File: src/rtl/assert_macros.svh
// assertion macros for the rtl modules, included by wbcs_back
`ifndef ASSERT_MACROS_SVH
`define ASSERT_MACROS_SVH

// property checked on every rising edge outside reset
`define ASSERT_RST(label, clk, rst_n, prop, msg) \
  label: assert property (@(posedge clk) disable iff (!rst_n) prop) else $error(msg);

// property checked on every rising edge, reset included
`define ASSERT_ALWAYS(label, clk, prop, msg) \
  label: assert property (@(posedge clk) prop) else $error(msg);

`endif

File: src/rtl/wbcs_pkg.sv
// shared types and constants of the white blob centroid steering block
`timescale 1ns / 1ps
package wbcs_pkg;

  localparam int MAX_WIDTH  = 4096;
  localparam int WIDTH_W    = 13;
  localparam int COL_W      = 12;
  localparam int CNT_W      = 25;
  localparam int SUM_W      = 37;
  localparam int QUO_W      = 12;
  localparam int STEP_W     = 4;
  localparam int RECIP_W    = 17;

  localparam logic [7:0]         WHITE_LEVEL = 8'd255;
  localparam logic [CNT_W-1:0]   COUNT_CAP   = {CNT_W{1'b1}};
  localparam logic [WIDTH_W-1:0] WIDTH_RESET = 13'd640;
  localparam logic [WIDTH_W-1:0] WIDTH_MAX   = 13'd4096;
  // ceil(2^17 / 3): x * this >> 17 is floor(x / 3) for x below 2^17
  localparam logic [RECIP_W-1:0] THIRD_RECIP = 17'd43691;

  // register index of the configuration port
  localparam logic REG_IMAGE_WIDTH = 1'b0;

  typedef enum logic [1:0] {
    CMD_STOP     = 2'd0,
    CMD_LEFT     = 2'd1,
    CMD_STRAIGHT = 2'd2,
    CMD_RIGHT    = 2'd3
  } steer_cmd_t;

  typedef enum logic [1:0] {
    S_IDLE,
    S_DIV,
    S_DONE
  } back_state_t;

  // per-frame totals handed from front to back
  typedef struct packed {
    logic [SUM_W-1:0]   col_sum;
    logic [CNT_W-1:0]   count;
    logic [WIDTH_W-1:0] width;
  } frame_sum_t;

endpackage

File: src/rtl/white_blob_centroid_steer_top.sv
// top level of the white blob centroid steering block
`timescale 1ns / 1ps
// Takes one RGB pixel per cycle in raster order (push/full) and, on each pixel
// flagged in_frame_end, produces one result (pop/empty): steering command, floored
// mean column of pure-white pixels and their count. Pixels are accepted every
// cycle while the two-entry frame queue has room. Each frame's mean is worked out
// by a restoring divider at one quotient bit per cycle. For each frame the back end
// takes the frame totals, runs twelve quotient steps and loads the result register,
// waiting before the load while the result register still holds an unpopped
// result. It works on one frame while the next frame's pixels are accepted. Frames
// that arrive faster than the back end finishes them fill the queue, and full then
// holds the input off until the back end frees an entry.
// image_width lies at byte address 0 of the APB port and resets to 640.
module white_blob_centroid_steer_top (
  input  logic                         clk,
  input  logic                         rst_n,
  // pixel input
  input  logic                         push,
  output logic                         full,
  input  logic [7:0]                   in_red,
  input  logic [7:0]                   in_green,
  input  logic [7:0]                   in_blue,
  input  logic                         in_frame_end,
  // result output
  input  logic                         pop,
  output logic                         empty,
  output logic [1:0]                   out_steer_command,
  output logic [wbcs_pkg::QUO_W-1:0]   out_mean_column,
  output logic [wbcs_pkg::CNT_W-1:0]   out_white_total,
  // configuration
  input  logic                         psel,
  input  logic                         penable,
  input  logic                         pwrite,
  input  logic [2:0]                   paddr,
  input  logic [31:0]                  pwdata,
  output logic [31:0]                  prdata,
  output logic                         pready
);

  logic [wbcs_pkg::WIDTH_W-1:0] width_r;
  logic                         cfg_wr;
  logic                         in_accept;
  logic                         f_push;
  wbcs_pkg::frame_sum_t         f_sum, q_data;
  logic                         q_full, q_empty, q_pop;

  // configuration register
  assign pready = 1'b1;
  assign cfg_wr = psel && penable && pwrite && pready;

  always_ff @(posedge clk) begin
    if (!rst_n) begin
      width_r <= wbcs_pkg::WIDTH_RESET;
    end else if (cfg_wr && paddr[2] == wbcs_pkg::REG_IMAGE_WIDTH) begin
      width_r <= pwdata[wbcs_pkg::WIDTH_W-1:0];
    end
  end

  assign prdata = (paddr[2] == wbcs_pkg::REG_IMAGE_WIDTH) ?
                  {{(32-wbcs_pkg::WIDTH_W){1'b0}}, width_r} : '0;

  // input handshake
  assign full      = q_full;
  assign in_accept = push && !q_full;

  wbcs_front u_front (
    .clk           (clk),
    .rst_n         (rst_n),
    .accept_i      (in_accept),
    .red_i         (in_red),
    .green_i       (in_green),
    .blue_i        (in_blue),
    .frame_end_i   (in_frame_end),
    .image_width_i (width_r),
    .push_o        (f_push),
    .sum_o         (f_sum)
  );

  wbcs_queue u_queue (
    .clk     (clk),
    .rst_n   (rst_n),
    .push_i  (f_push),
    .data_i  (f_sum),
    .full_o  (q_full),
    .pop_i   (q_pop),
    .empty_o (q_empty),
    .data_o  (q_data)
  );

  wbcs_back u_back (
    .clk             (clk),
    .rst_n           (rst_n),
    .q_empty_i       (q_empty),
    .q_data_i        (q_data),
    .q_pop_o         (q_pop),
    .pop_i           (pop),
    .empty_o         (empty),
    .steer_command_o (out_steer_command),
    .mean_column_o   (out_mean_column),
    .white_total_o   (out_white_total)
  );

endmodule

File: src/rtl/wbcs_front.sv
// pixel front end: white test, column tracking and per-frame accumulation
`timescale 1ns / 1ps
module wbcs_front (
  input  logic                          clk,
  input  logic                          rst_n,
  input  logic                          accept_i,
  input  logic [7:0]                    red_i,
  input  logic [7:0]                    green_i,
  input  logic [7:0]                    blue_i,
  input  logic                          frame_end_i,
  input  logic [wbcs_pkg::WIDTH_W-1:0]  image_width_i,
  output logic                          push_o,
  output wbcs_pkg::frame_sum_t          sum_o
);

  logic [wbcs_pkg::COL_W-1:0]   col_r, col_nxt;
  logic [wbcs_pkg::CNT_W-1:0]   count_r, count_nxt, count_upd;
  logic [wbcs_pkg::SUM_W-1:0]   sum_r, sum_nxt, sum_upd;
  logic [wbcs_pkg::WIDTH_W-1:0] w_eff;
  logic [wbcs_pkg::WIDTH_W-1:0] col_inc;
  logic                         is_white;

  // width clamped to 1..MAX_WIDTH
  always_comb begin
    if (image_width_i == '0) begin
      w_eff = wbcs_pkg::WIDTH_W'(1);
    end else if (image_width_i > wbcs_pkg::WIDTH_MAX) begin
      w_eff = wbcs_pkg::WIDTH_MAX;
    end else begin
      w_eff = image_width_i;
    end
  end

  // white test, saturated count stops accumulation
  assign is_white = (red_i == wbcs_pkg::WHITE_LEVEL) && (green_i == wbcs_pkg::WHITE_LEVEL) &&
                    (blue_i == wbcs_pkg::WHITE_LEVEL) && (count_r != wbcs_pkg::COUNT_CAP);

  assign count_upd = is_white ? count_r + 1'b1 : count_r;
  assign sum_upd   = is_white ? sum_r + {{(wbcs_pkg::SUM_W-wbcs_pkg::COL_W){1'b0}}, col_r}
                              : sum_r;
  assign col_inc   = {1'b0, col_r} + 1'b1;

  // next accumulator state per accepted pixel
  always_comb begin
    col_nxt   = col_r;
    count_nxt = count_r;
    sum_nxt   = sum_r;
    push_o    = 1'b0;
    if (accept_i) begin
      if (frame_end_i) begin
        push_o    = 1'b1;
        col_nxt   = '0;
        count_nxt = '0;
        sum_nxt   = '0;
      end else begin
        count_nxt = count_upd;
        sum_nxt   = sum_upd;
        col_nxt   = (col_inc >= w_eff) ? '0 : col_inc[wbcs_pkg::COL_W-1:0];
      end
    end
  end

  // frame totals including the last pixel
  assign sum_o.col_sum = sum_upd;
  assign sum_o.count   = count_upd;
  assign sum_o.width   = w_eff;

  always_ff @(posedge clk) begin
    if (!rst_n) begin
      col_r   <= '0;
      count_r <= '0;
      sum_r   <= '0;
    end else begin
      col_r   <= col_nxt;
      count_r <= count_nxt;
      sum_r   <= sum_nxt;
    end
  end

endmodule

File: src/rtl/wbcs_queue.sv
// two-entry queue of frame totals between front and back
`timescale 1ns / 1ps
module wbcs_queue (
  input  logic                 clk,
  input  logic                 rst_n,
  input  logic                 push_i,
  input  wbcs_pkg::frame_sum_t data_i,
  output logic                 full_o,
  input  logic                 pop_i,
  output logic                 empty_o,
  output wbcs_pkg::frame_sum_t data_o
);

  wbcs_pkg::frame_sum_t mem_r [2];
  logic                 wr_ptr_r, rd_ptr_r;
  logic [1:0]           cnt_r;
  logic                 do_push, do_pop;

  assign full_o  = (cnt_r == 2'd2);
  assign empty_o = (cnt_r == 2'd0);
  assign do_push = push_i && !full_o;
  assign do_pop  = pop_i && !empty_o;
  assign data_o  = mem_r[rd_ptr_r];

  // entry storage
  always_ff @(posedge clk) begin
    if (do_push) begin
      mem_r[wr_ptr_r] <= data_i;
    end
  end

  // pointers and fill level
  always_ff @(posedge clk) begin
    if (!rst_n) begin
      wr_ptr_r <= 1'b0;
      rd_ptr_r <= 1'b0;
      cnt_r    <= '0;
    end else begin
      if (do_push) begin
        wr_ptr_r <= ~wr_ptr_r;
      end
      if (do_pop) begin
        rd_ptr_r <= ~rd_ptr_r;
      end
      case ({do_push, do_pop})
        2'b10:   cnt_r <= cnt_r + 1'b1;
        2'b01:   cnt_r <= cnt_r - 1'b1;
        default: cnt_r <= cnt_r;
      endcase
    end
  end

endmodule

File: src/rtl/wbcs_back.sv
// back end: mean column by restoring division, steering decision, result register
`timescale 1ns / 1ps
`include "assert_macros.svh"
module wbcs_back (
  input  logic                          clk,
  input  logic                          rst_n,
  input  logic                          q_empty_i,
  input  wbcs_pkg::frame_sum_t          q_data_i,
  output logic                          q_pop_o,
  input  logic                          pop_i,
  output logic                          empty_o,
  output logic [1:0]                    steer_command_o,
  output logic [wbcs_pkg::QUO_W-1:0]    mean_column_o,
  output logic [wbcs_pkg::CNT_W-1:0]    white_total_o
);

  localparam int PROD_W = wbcs_pkg::WIDTH_W + 1 + wbcs_pkg::RECIP_W;

  wbcs_pkg::back_state_t state_r, state_nxt;

  logic [wbcs_pkg::SUM_W-1:0]   rem_r, rem_nxt;
  logic [wbcs_pkg::SUM_W-1:0]   div_r, div_nxt;
  logic [wbcs_pkg::QUO_W-1:0]   quo_r, quo_nxt;
  logic [wbcs_pkg::STEP_W-1:0]  step_r, step_nxt;
  logic [wbcs_pkg::CNT_W-1:0]   count_r, count_nxt;
  logic [wbcs_pkg::WIDTH_W-1:0] w_r, w_nxt;
  logic [wbcs_pkg::WIDTH_W-1:0] third_r, two_third_r;
  logic [PROD_W-1:0]            third_prod, two_third_prod;
  logic                         ge;

  logic                         out_valid_r, out_valid_nxt;
  wbcs_pkg::steer_cmd_t         cmd_r, cmd_nxt;
  logic [wbcs_pkg::QUO_W-1:0]   mean_r, mean_nxt;
  logic [wbcs_pkg::CNT_W-1:0]   total_r, total_nxt;
  wbcs_pkg::steer_cmd_t         cmd_calc;

  // thirds of the width by reciprocal multiply
  assign third_prod     = {1'b0, w_r} * wbcs_pkg::THIRD_RECIP;
  assign two_third_prod = {w_r, 1'b0} * wbcs_pkg::THIRD_RECIP;

  always_ff @(posedge clk) begin
    third_r     <= third_prod[wbcs_pkg::RECIP_W +: wbcs_pkg::WIDTH_W];
    two_third_r <= two_third_prod[wbcs_pkg::RECIP_W +: wbcs_pkg::WIDTH_W];
  end

  // one quotient bit per cycle
  assign ge = (rem_r >= div_r) && (count_r != '0);

  // steering decision from finished quotient
  always_comb begin
    if (count_r == '0) begin
      cmd_calc = wbcs_pkg::CMD_STOP;
    end else if ({1'b0, quo_r} < third_r) begin
      cmd_calc = wbcs_pkg::CMD_LEFT;
    end else if ({1'b0, quo_r} > two_third_r) begin
      cmd_calc = wbcs_pkg::CMD_RIGHT;
    end else begin
      cmd_calc = wbcs_pkg::CMD_STRAIGHT;
    end
  end

  // sequencer
  always_comb begin
    state_nxt     = state_r;
    rem_nxt       = rem_r;
    div_nxt       = div_r;
    quo_nxt       = quo_r;
    step_nxt      = step_r;
    count_nxt     = count_r;
    w_nxt         = w_r;
    q_pop_o       = 1'b0;
    out_valid_nxt = out_valid_r && !pop_i;
    cmd_nxt       = cmd_r;
    mean_nxt      = mean_r;
    total_nxt     = total_r;
    unique case (state_r)
      wbcs_pkg::S_IDLE: begin
        if (!q_empty_i) begin
          q_pop_o   = 1'b1;
          rem_nxt   = q_data_i.col_sum;
          div_nxt   = {1'b0, q_data_i.count, {(wbcs_pkg::QUO_W-1){1'b0}}};
          quo_nxt   = '0;
          step_nxt  = wbcs_pkg::STEP_W'(wbcs_pkg::QUO_W - 1);
          count_nxt = q_data_i.count;
          w_nxt     = q_data_i.width;
          state_nxt = wbcs_pkg::S_DIV;
        end
      end
      wbcs_pkg::S_DIV: begin
        if (ge) begin
          rem_nxt = rem_r - div_r;
        end
        quo_nxt  = {quo_r[wbcs_pkg::QUO_W-2:0], ge};
        div_nxt  = div_r >> 1;
        step_nxt = step_r - 1'b1;
        if (step_r == '0) begin
          state_nxt = wbcs_pkg::S_DONE;
        end
      end
      wbcs_pkg::S_DONE: begin
        if (!out_valid_r || pop_i) begin
          out_valid_nxt = 1'b1;
          cmd_nxt       = cmd_calc;
          mean_nxt      = (count_r == '0) ? '0 : quo_r;
          total_nxt     = count_r;
          state_nxt     = wbcs_pkg::S_IDLE;
        end
      end
      default: state_nxt = wbcs_pkg::S_IDLE;
    endcase
  end

  // datapath registers
  always_ff @(posedge clk) begin
    rem_r   <= rem_nxt;
    div_r   <= div_nxt;
    quo_r   <= quo_nxt;
    step_r  <= step_nxt;
    count_r <= count_nxt;
    w_r     <= w_nxt;
    cmd_r   <= cmd_nxt;
    mean_r  <= mean_nxt;
    total_r <= total_nxt;
  end

  // control registers
  always_ff @(posedge clk) begin
    if (!rst_n) begin
      state_r     <= wbcs_pkg::S_IDLE;
      out_valid_r <= 1'b0;
    end else begin
      state_r     <= state_nxt;
      out_valid_r <= out_valid_nxt;
    end
  end

  assign empty_o         = !out_valid_r;
  assign steer_command_o = cmd_r;
  assign mean_column_o   = mean_r;
  assign white_total_o   = total_r;

  // checks
  `ASSERT_RST(a_stop_zero, clk, rst_n, (out_valid_r && cmd_r == wbcs_pkg::CMD_STOP |-> mean_r == '0 && total_r == '0), "stop result carries nonzero mean or count")
  `ASSERT_RST(a_go_nonzero, clk, rst_n, (out_valid_r && cmd_r != wbcs_pkg::CMD_STOP |-> total_r != '0), "steering result without white pixels")
  `ASSERT_RST(a_div_len, clk, rst_n, (state_r == wbcs_pkg::S_DIV && step_r == '0 |=> state_r == wbcs_pkg::S_DONE), "division did not finish after last step")
  `ASSERT_ALWAYS(a_reset_idle, clk, (!rst_n |=> state_r == wbcs_pkg::S_IDLE && !out_valid_r), "reset did not clear back end")

endmodule
File: config.mk
export PLATFORM = sky130hd
export DESIGN_NAME = white_blob_centroid_steer_top
export DESIGN_NICKNAME = d
export VERILOG_FILES = /design/src/rtl/wbcs_pkg.sv /design/src/rtl/white_blob_centroid_steer_top.sv /design/src/rtl/wbcs_front.sv /design/src/rtl/wbcs_queue.sv /design/src/rtl/wbcs_back.sv
export VERILOG_INCLUDE_DIRS = /design/src /design/src/rtl
export SDC_FILE = /design/constraint.sdc
export NUM_CORES = 1
export LEC_CHECK = 0
export BUFFER_PORTS_ARGS = -buffer_cell sky130_fd_sc_hd__buf_2
export CAP_MARGIN = 20
export CELL_PAD_IN_SITES_DETAIL_PLACEMENT = 1
export CELL_PAD_IN_SITES_GLOBAL_PLACEMENT = 1
export CORE_MARGIN = 2
export CORE_UTILIZATION = 35
export CTS_CLUSTER_SIZE = 24
export DETAILED_ROUTE_END_ITERATION = 8
export HOLD_SLACK_MARGIN = 0.12
export PLACE_DENSITY_LB_ADDON = 0.1
export SLEW_MARGIN = 30
export SYNTH_ARGS = -nofsm -noshare
export SYNTH_HDL_FRONTEND = slang
export SYNTH_HIERARCHICAL = 1
export SYNTH_SLANG_ARGS = --single-unit
export TNS_END_PERCENT = 5
File: constraint.sdc
create_clock -name clk -period 6.67 [get_ports clk]
set_input_delay 0.3335 -clock clk [delete_from_list [all_inputs] [get_ports clk]]
set_output_delay 0.3335 -clock clk [all_outputs]
set_load 0.05 [all_outputs]
**Word level (Yosys, flattened, before mapping)**

Memories as Yosys holds them, arrays and structs flattened. A register that Yosys moved wholly into a read port is not among the register bits.
Cells that the tools add are included.

- Register bits after elaboration: 286
- RAM bits: 150
- Input port bits: 67
- Output and inout bits: 74
- Memories: 1

Memory list:

| name | words | width | read ports | clocked after Yosys merged registers in | write ports | RTL line | source |
|---|---|---|---|---|---|---|---|
| u_queue.mem_r | 2 | 75 | 1 | 1 | 1 | wbcs_queue.sv:14 | `wbcs_pkg::frame_sum_t mem_r [2];` |

- Add/sub/neg operators: 7
- $mul: 2
- Order comparisons: 5
- Equal/unequal tests: 13
- Multiplexer cells: 35
- Bitwise gates (word level): 4
- Reductions and logical operators: 30

Operators with widths:

| operator | number |
|---|---|
| 37-bit 2-to-1 mux | 5 |
| 37-bit case mux with 2 select lines | 2 |
| 13-bit by 16-bit multiplier with 29-bit output (second input constant) | 2 |
| 25-bit 2-to-1 mux | 2 |
| 13-bit 2-to-1 mux | 3 |
| 37-bit by 12-bit adder with 37-bit output | 1 |
| 37-bit greater-or-equal comparator | 1 |
| 37-bit subtractor | 1 |
| 12-bit 2-to-1 mux | 3 |
| 25-bit by 1-bit adder with 25-bit output (second input constant) | 1 |
| 25-bit zero test | 1 |
| 25-bit != test (second input constant) | 1 |
| 25-bit nonzero test | 1 |
| 8-bit == test (second input constant) | 3 |
| 12-bit case mux with 2 select lines | 1 |
| 12-bit by 1-bit adder with 13-bit output (second input constant) | 1 |
| 13-bit greater-or-equal comparator | 1 |
| 12-bit by 13-bit > comparator with 1-bit output | 1 |
| 13-bit > comparator (second input constant) | 1 |
| 13-bit zero test | 1 |
| 12-bit < comparator | 1 |
| 1-bit 2-to-1 mux | 12 |
| 1-bit logical AND | 11 |
| 4-bit case mux with 2 select lines | 1 |
| 20 further kinds | 38 |

**Logic depth before layout (Yosys ltp)**

- Depth in word-level cells: 7
- Mapped depth: 19
- Mapped depth without buffers: 19

**Cells and area by module**

The synthesis kept the hierarchy.

By module, submodules not included:

| module | instances | cells each | area each (µm²) | sequential area each (µm²) |
|---|---|---|---|---|
| wbcs_back | 1 | 1,085 | 11,812.6 | 5,305.1 |
| wbcs_queue | 1 | 259 | 5,625.4 | 4,604.4 |
| wbcs_front | 1 | 678 | 5,385.2 | 1,481.4 |
| white_blob_centroid_steer_top | 1 | 95 | 808.3 | 260.2 |

**Worst setup path before layout**

No wires, ideal clock.

- Path type: register to register
- From: register u_back/w_r[9] (netlist bit)
- To: register u_back/two_third_r[10] (netlist bit)
- Arrival time: 4.964 ns
- Data required time: 6.547 ns
- Setup slack: 1.582 ns
- Cell stages (with the launch flop): 19
- Path buffers: 0
- Path through: edfxtp_1 > ha_1 > inv_1 > fa_1 > inv_1 > fa_1 > fa_1 > inv_1 > fa_1 > inv_1 > ha_1 > a211o_1 > o221a_2 > a41oi_1 > o221a_2 > o2bb2ai_1 > o21ba_2 > o21bai_1 > xor2_1

- Longest elaborated chain between the ends: 1

Ends and longest elaborated chain:

| item | RTL line | source |
|---|---|---|
| start: declaration | wbcs_back.sv:26 | `logic [wbcs_pkg::WIDTH_W-1:0] w_r, w_nxt;` |
| start signal: assignment | wbcs_back.sv:120 | `w_r <= w_nxt;` |
| 13-bit by 16-bit multiplier with 29-bit output | wbcs_back.sv:39 | `assign two_third_prod = {w_r, 1'b0} * wbcs_pkg::THIRD_RECIP;` |
| end signal: assignment | wbcs_back.sv:43 | `two_third_r <= two_third_prod[wbcs_pkg::RECIP_W +: wbcs_pkg::WIDTH_W];` |
| end: declaration | wbcs_back.sv:27 | `logic [wbcs_pkg::WIDTH_W-1:0] third_r, two_third_r;` |

Every way passes these cells.
A chain may end at the register's enable or synchronous reset.

**Worst setup path after layout**

Same ends and word-level chain as after synthesis.

==> metrics.md <==
| Metric | Value |
|---|---|
| 1st-pass router iterations | `7` |
| Hold path cells | `3` |
| Slew Limit Fails | `0` |
| WL final | `61.1 mm` |
| Initial antenna violation count | `1` |
| MaxCap Viol Count | `0` |
| Clk pwr share | `18.5%` |
| Leakage | `10.6 nW` |
| RSZ-0062 raised after global routing | `false` |
| Drt initial violations | `671` |
| Synthesized flop and latch total | `424` |
| Share of cells above drive strength 1 | `14.2%` |
| End of the worst hold path | `width_r[12]` |
| Inst Count DP | `3,012` |
| CP required | `7.13 ns` |
| Post-DRT Antenna Nets | `0` |
| Worst slew pin tran | `0.936 ns` |
| Via count | `16.0k` |
| HP Class | `in2reg` |
| Htree depth | `2` |
| Reg2Reg Depth | `18` |
| Worst Hold Launch | `rst_n` |
| Fin cells | `3,119` |
| Initial Util | `35.3%` |
| Synth unique cells | `90` |
| Core box area | `67,000 um2` |
| Vias per Instance | `5.14` |
| Sw Share | `41.3%` |
| Sw power | `5.78 mW` |
| CP Launch Type | `register` |
| P&R area growth vs syn | `12.5%` |
| CTS tree | `done` |
| Synthesized area | `23,600 um2` |
| Mean Syn Cell Area | `11.2 um2` |
| Place WS | `1.12 ns` |
| Final setup vio count | `0` |
| Fin nets | `2,487` |
| CP Class | `reg2reg` |
| Power share of the combinational group | `55.3%` |
| CTS sink cnt | `424` |
| Max Clock Skew | `0.0194 ns` |
| Fmax achieved | `183 MHz` |
| Root Buffer | `clkbuf_16` |
| Tot GR Track Use | `17.6%` |
| Critical path fanouts, max | `5` |
| Final core occ | `39.7%` |
| EDFF count, synth | `316` |
| Fillcell total | `7,331` |
| FF-to-FF Start | `u_back/w_r[9]` |
| Die Footprint | `69,600 um2` |
| Hold Vio Cnt, Final | `0` |
| Reg power frac | `26.2%` |
| Post-DR wirelength/cell | `19.6 um` |
| Worst-skew pair later-pin latency | `0.59 ns` |
| VDD IR max | `0.818 mV` |
| Post-synthesis async set-or-reset flop share | `0%` |
| Hpwl dp | `44.3 mm` |
| Slew margin rel. | `37.5%` |
| Worst setup margin | `1.19 ns` |
| Synthesized instance count | `2,117` |
| R2R Path End | `u_back/two_third_r[10]` |
| Reg clk slew, reported paths | `0.06 ns` |
| Die X | `264 um` |
| Yosys warnings | `6` |
| IO Count | `141` |
| Final RePlAce weighted congestion | `0.789` |
| Clock buffer depth | `3` |
| Crit share post-route | `82.1%` |
| CP arrival | `5.94 ns` |
| Placed inst area | `24,900 um2` |
| Cell Pwr Density | `527 nW/um2` |
| Hold WS | `0.236 ns` |
| Worst R2R Setup Slack | `1.19 ns` |
| Setup TNS | `0 ns` |
| Internal power | `8.23 mW` |
| Row count | `95` |
| Power Total | `14.0 mW` |
| Seq/Total Area, Yosys | `49.3%` |
| First-pass GRT wire length | `96.5 mm` |
| Gr ovfl total | `0` |
| Element type at the critical path end | `register` |
| Ys flop type | `edfxtp_1` |
| Vias in the first global route | `17.1k` |
| Post-route DRC violation count | `0` |
| Pin count of the biggest net entering global routing | `64` |
| Die height | `264 um` |
| Min Tclk post-route | `5.48 ns` |
| Status | `finished, final reports clean` |
| Port Buffer Count | `99` |
| Design Area, Final | `26,600 um2` |
| CTS buffer count | `49` |
-- cell usage in the layout, fill, tap and decap left out, types with 9 or more instances in the layout --
| cell | Yosys | routed |
|---|---|---|
| a21o_1 | 34 | 34 |
| a21oi_1 | 91 | 91 |
| a22o_1 | 15 | 15 |
| a22oi_1 | 9 | 9 |
| a31oi_1 | 33 | 33 |
| and2_1 | 20 | 20 |
| and3_1 | 22 | 21 |
| buf_2 | 25 | 99 |
| buf_4 | 20 | 19 |
| clkbuf_1 | 59 | 17 |
| clkbuf_16 | 0 | 49 |
| clkbuf_8 | 0 | 10 |
| conb_1 | 2 | 20 |
| dfxtp_1 | 108 | 107 |
| dlygate4sd3_1 | 0 | 14 |
| edfxtp_1 | 316 | 316 |
| fa_1 | 52 | 52 |
| ha_1 | 163 | 163 |
| inv_1 | 180 | 179 |
| mux2_2 | 88 | 88 |
| mux2i_1 | 17 | 17 |
| nand2_1 | 171 | 169 |
| nand2b_1 | 17 | 16 |
| nand3_1 | 38 | 38 |
| nand4_1 | 43 | 43 |
| nor2_1 | 84 | 82 |
| nor2b_1 | 48 | 47 |
| nor3_1 | 29 | 28 |
| nor4_1 | 16 | 15 |
| o21a_1 | 12 | 12 |
| o21ai_0 | 106 | 106 |
| o21ai_1 | 24 | 24 |
| o21bai_1 | 10 | 10 |
| o31ai_1 | 11 | 11 |
| or3_1 | 11 | 11 |
| xnor2_1 | 76 | 76 |
| xor2_1 | 40 | 40 |
-- sequential cells by signal, summed over array words and instances (netlist names), 4 cells and up, named ones only --
name / cells
u_back/count_r: 25
u_back/div_r: 36
u_back/mean_column_o: 12
u_back/quo_r: 12
u_back/rem_r: 37
u_back/step_r: 4
u_back/two_third_r: 12
u_back/w_r: 13
u_back/white_total_o: 25
u_front/col_r: 12
u_front/count_r: 25
u_front/sum_r: 37
u_queue/mem_r: 150
width_r: 13
-- repair_timing --
item,CTS,global route
buffers inserted,0,0
gates resized for setup,0,0
endpoints found under the hold margin,14,0
hold buffers,14,0
setup endpoints to repair,0,0
-- worst max path at each step --
stage / from / slack, ns / depth (start not counted) / end
2_1_floorplan: u_back/w_r[9] / 1.58 / 18 / u_back/two_third_r[10]
3_3_place_gp: u_back/w_r[9] / 1.22 / 18 / u_back/two_third_r[10]
3_5_place_dp: u_back/w_r[9] / 1.12 / 18 / u_back/third_r[11]
4_1_cts: u_back/w_r[9] / 1.12 / 18 / u_back/third_r[11]
5_1_grt: u_back/w_r[9] / 0.83 / 18 / u_back/third_r[11]
6_report: u_back/w_r[9] / 1.19 / 18 / u_back/two_third_r[10]
-- synth_stat cells, drive strengths merged, types with 34 or more instances --
cell type	n	area, um2
a21o	34	255
a21oi	92	464
buf	55	367
clkbuf	59	221
dfxtp	108	2160
edfxtp	316	9490
fa	52	1040
ha	163	2040
inv	181	679
mux2	88	991
nand2	172	648
nand3	38	190
nand4	43	269
nor2	85	327
nor2b	48	300
o21ai	131	659
xnor2	76	666
xor2	40	350
-- metal layers --
layer  up-vias  wire length, um  global-route usage (%)
met2       209            28700                    29.4
met5         -                0                       0
met1      7999            29300                    24.0
li1       7755                -                       -
met3        84             1570                    2.20
met4         0             1640                    4.91
-- cells by family after synthesis --
group	after synthesis	synth area share [%]
muxes	105	4.91
AOI/OAI and AO/OA	415	11.1
buffers and inverters	296	5.38
other	2	0.0318
adders and majority gates	215	13.0
and+or+nand+nor	544	11.9
xor gates and xnor gates	116	4.30
DFF	424	49.3
-- power groups by stage --
stage | logic (mW) | registers, mW | clock network, mW
final | 7.75 | 3.67 | 2.59
after global placement | 7.62 | 3.72 | 0
after global routing | 8.93 | 3.72 | 2.77
after floorplan | 5.90 | 3.65 | 0
after CTS | 7.88 | 3.68 | 2.68
after detailed placement | 7.79 | 3.73 | 0
-- critical path, stage by stage (launching register included) --
cell	delay, ns
edfxtp_1	0.45
ha_1	0.34
inv_1	0.08
fa_1	0.48
inv_1	0.10
fa_1	0.56
fa_1	0.56
inv_1	0.06
fa_1	0.53
inv_1	0.04
ha_1	0.35
a211o_1	0.32
o221a_2	0.22
a41oi_1	0.34
o221a_2	0.31
o2bb2ai_1	0.19
o21ba_2	0.21
o21bai_1	0.08
xor2_1	0.15
-- layout make-up --
class | instances | area (um2) | share of cell area, %
Antenna cell | 1 | 2.50 | 0.00941
Clock buffer | 76 | 1430 | 5.37
Clock inverter | 15 | 104 | 0.390
Inverter | 182 | 684 | 2.57
Multi-Input combinational cell | 1415 | 10800 | 40.7
Sequential cell | 424 | 11700 | 43.8
Tap cell | 873 | 1090 | 4.11
Timing Repair Buffer | 133 | 806 | 3.03
Power figures use the tool's default switching activity.
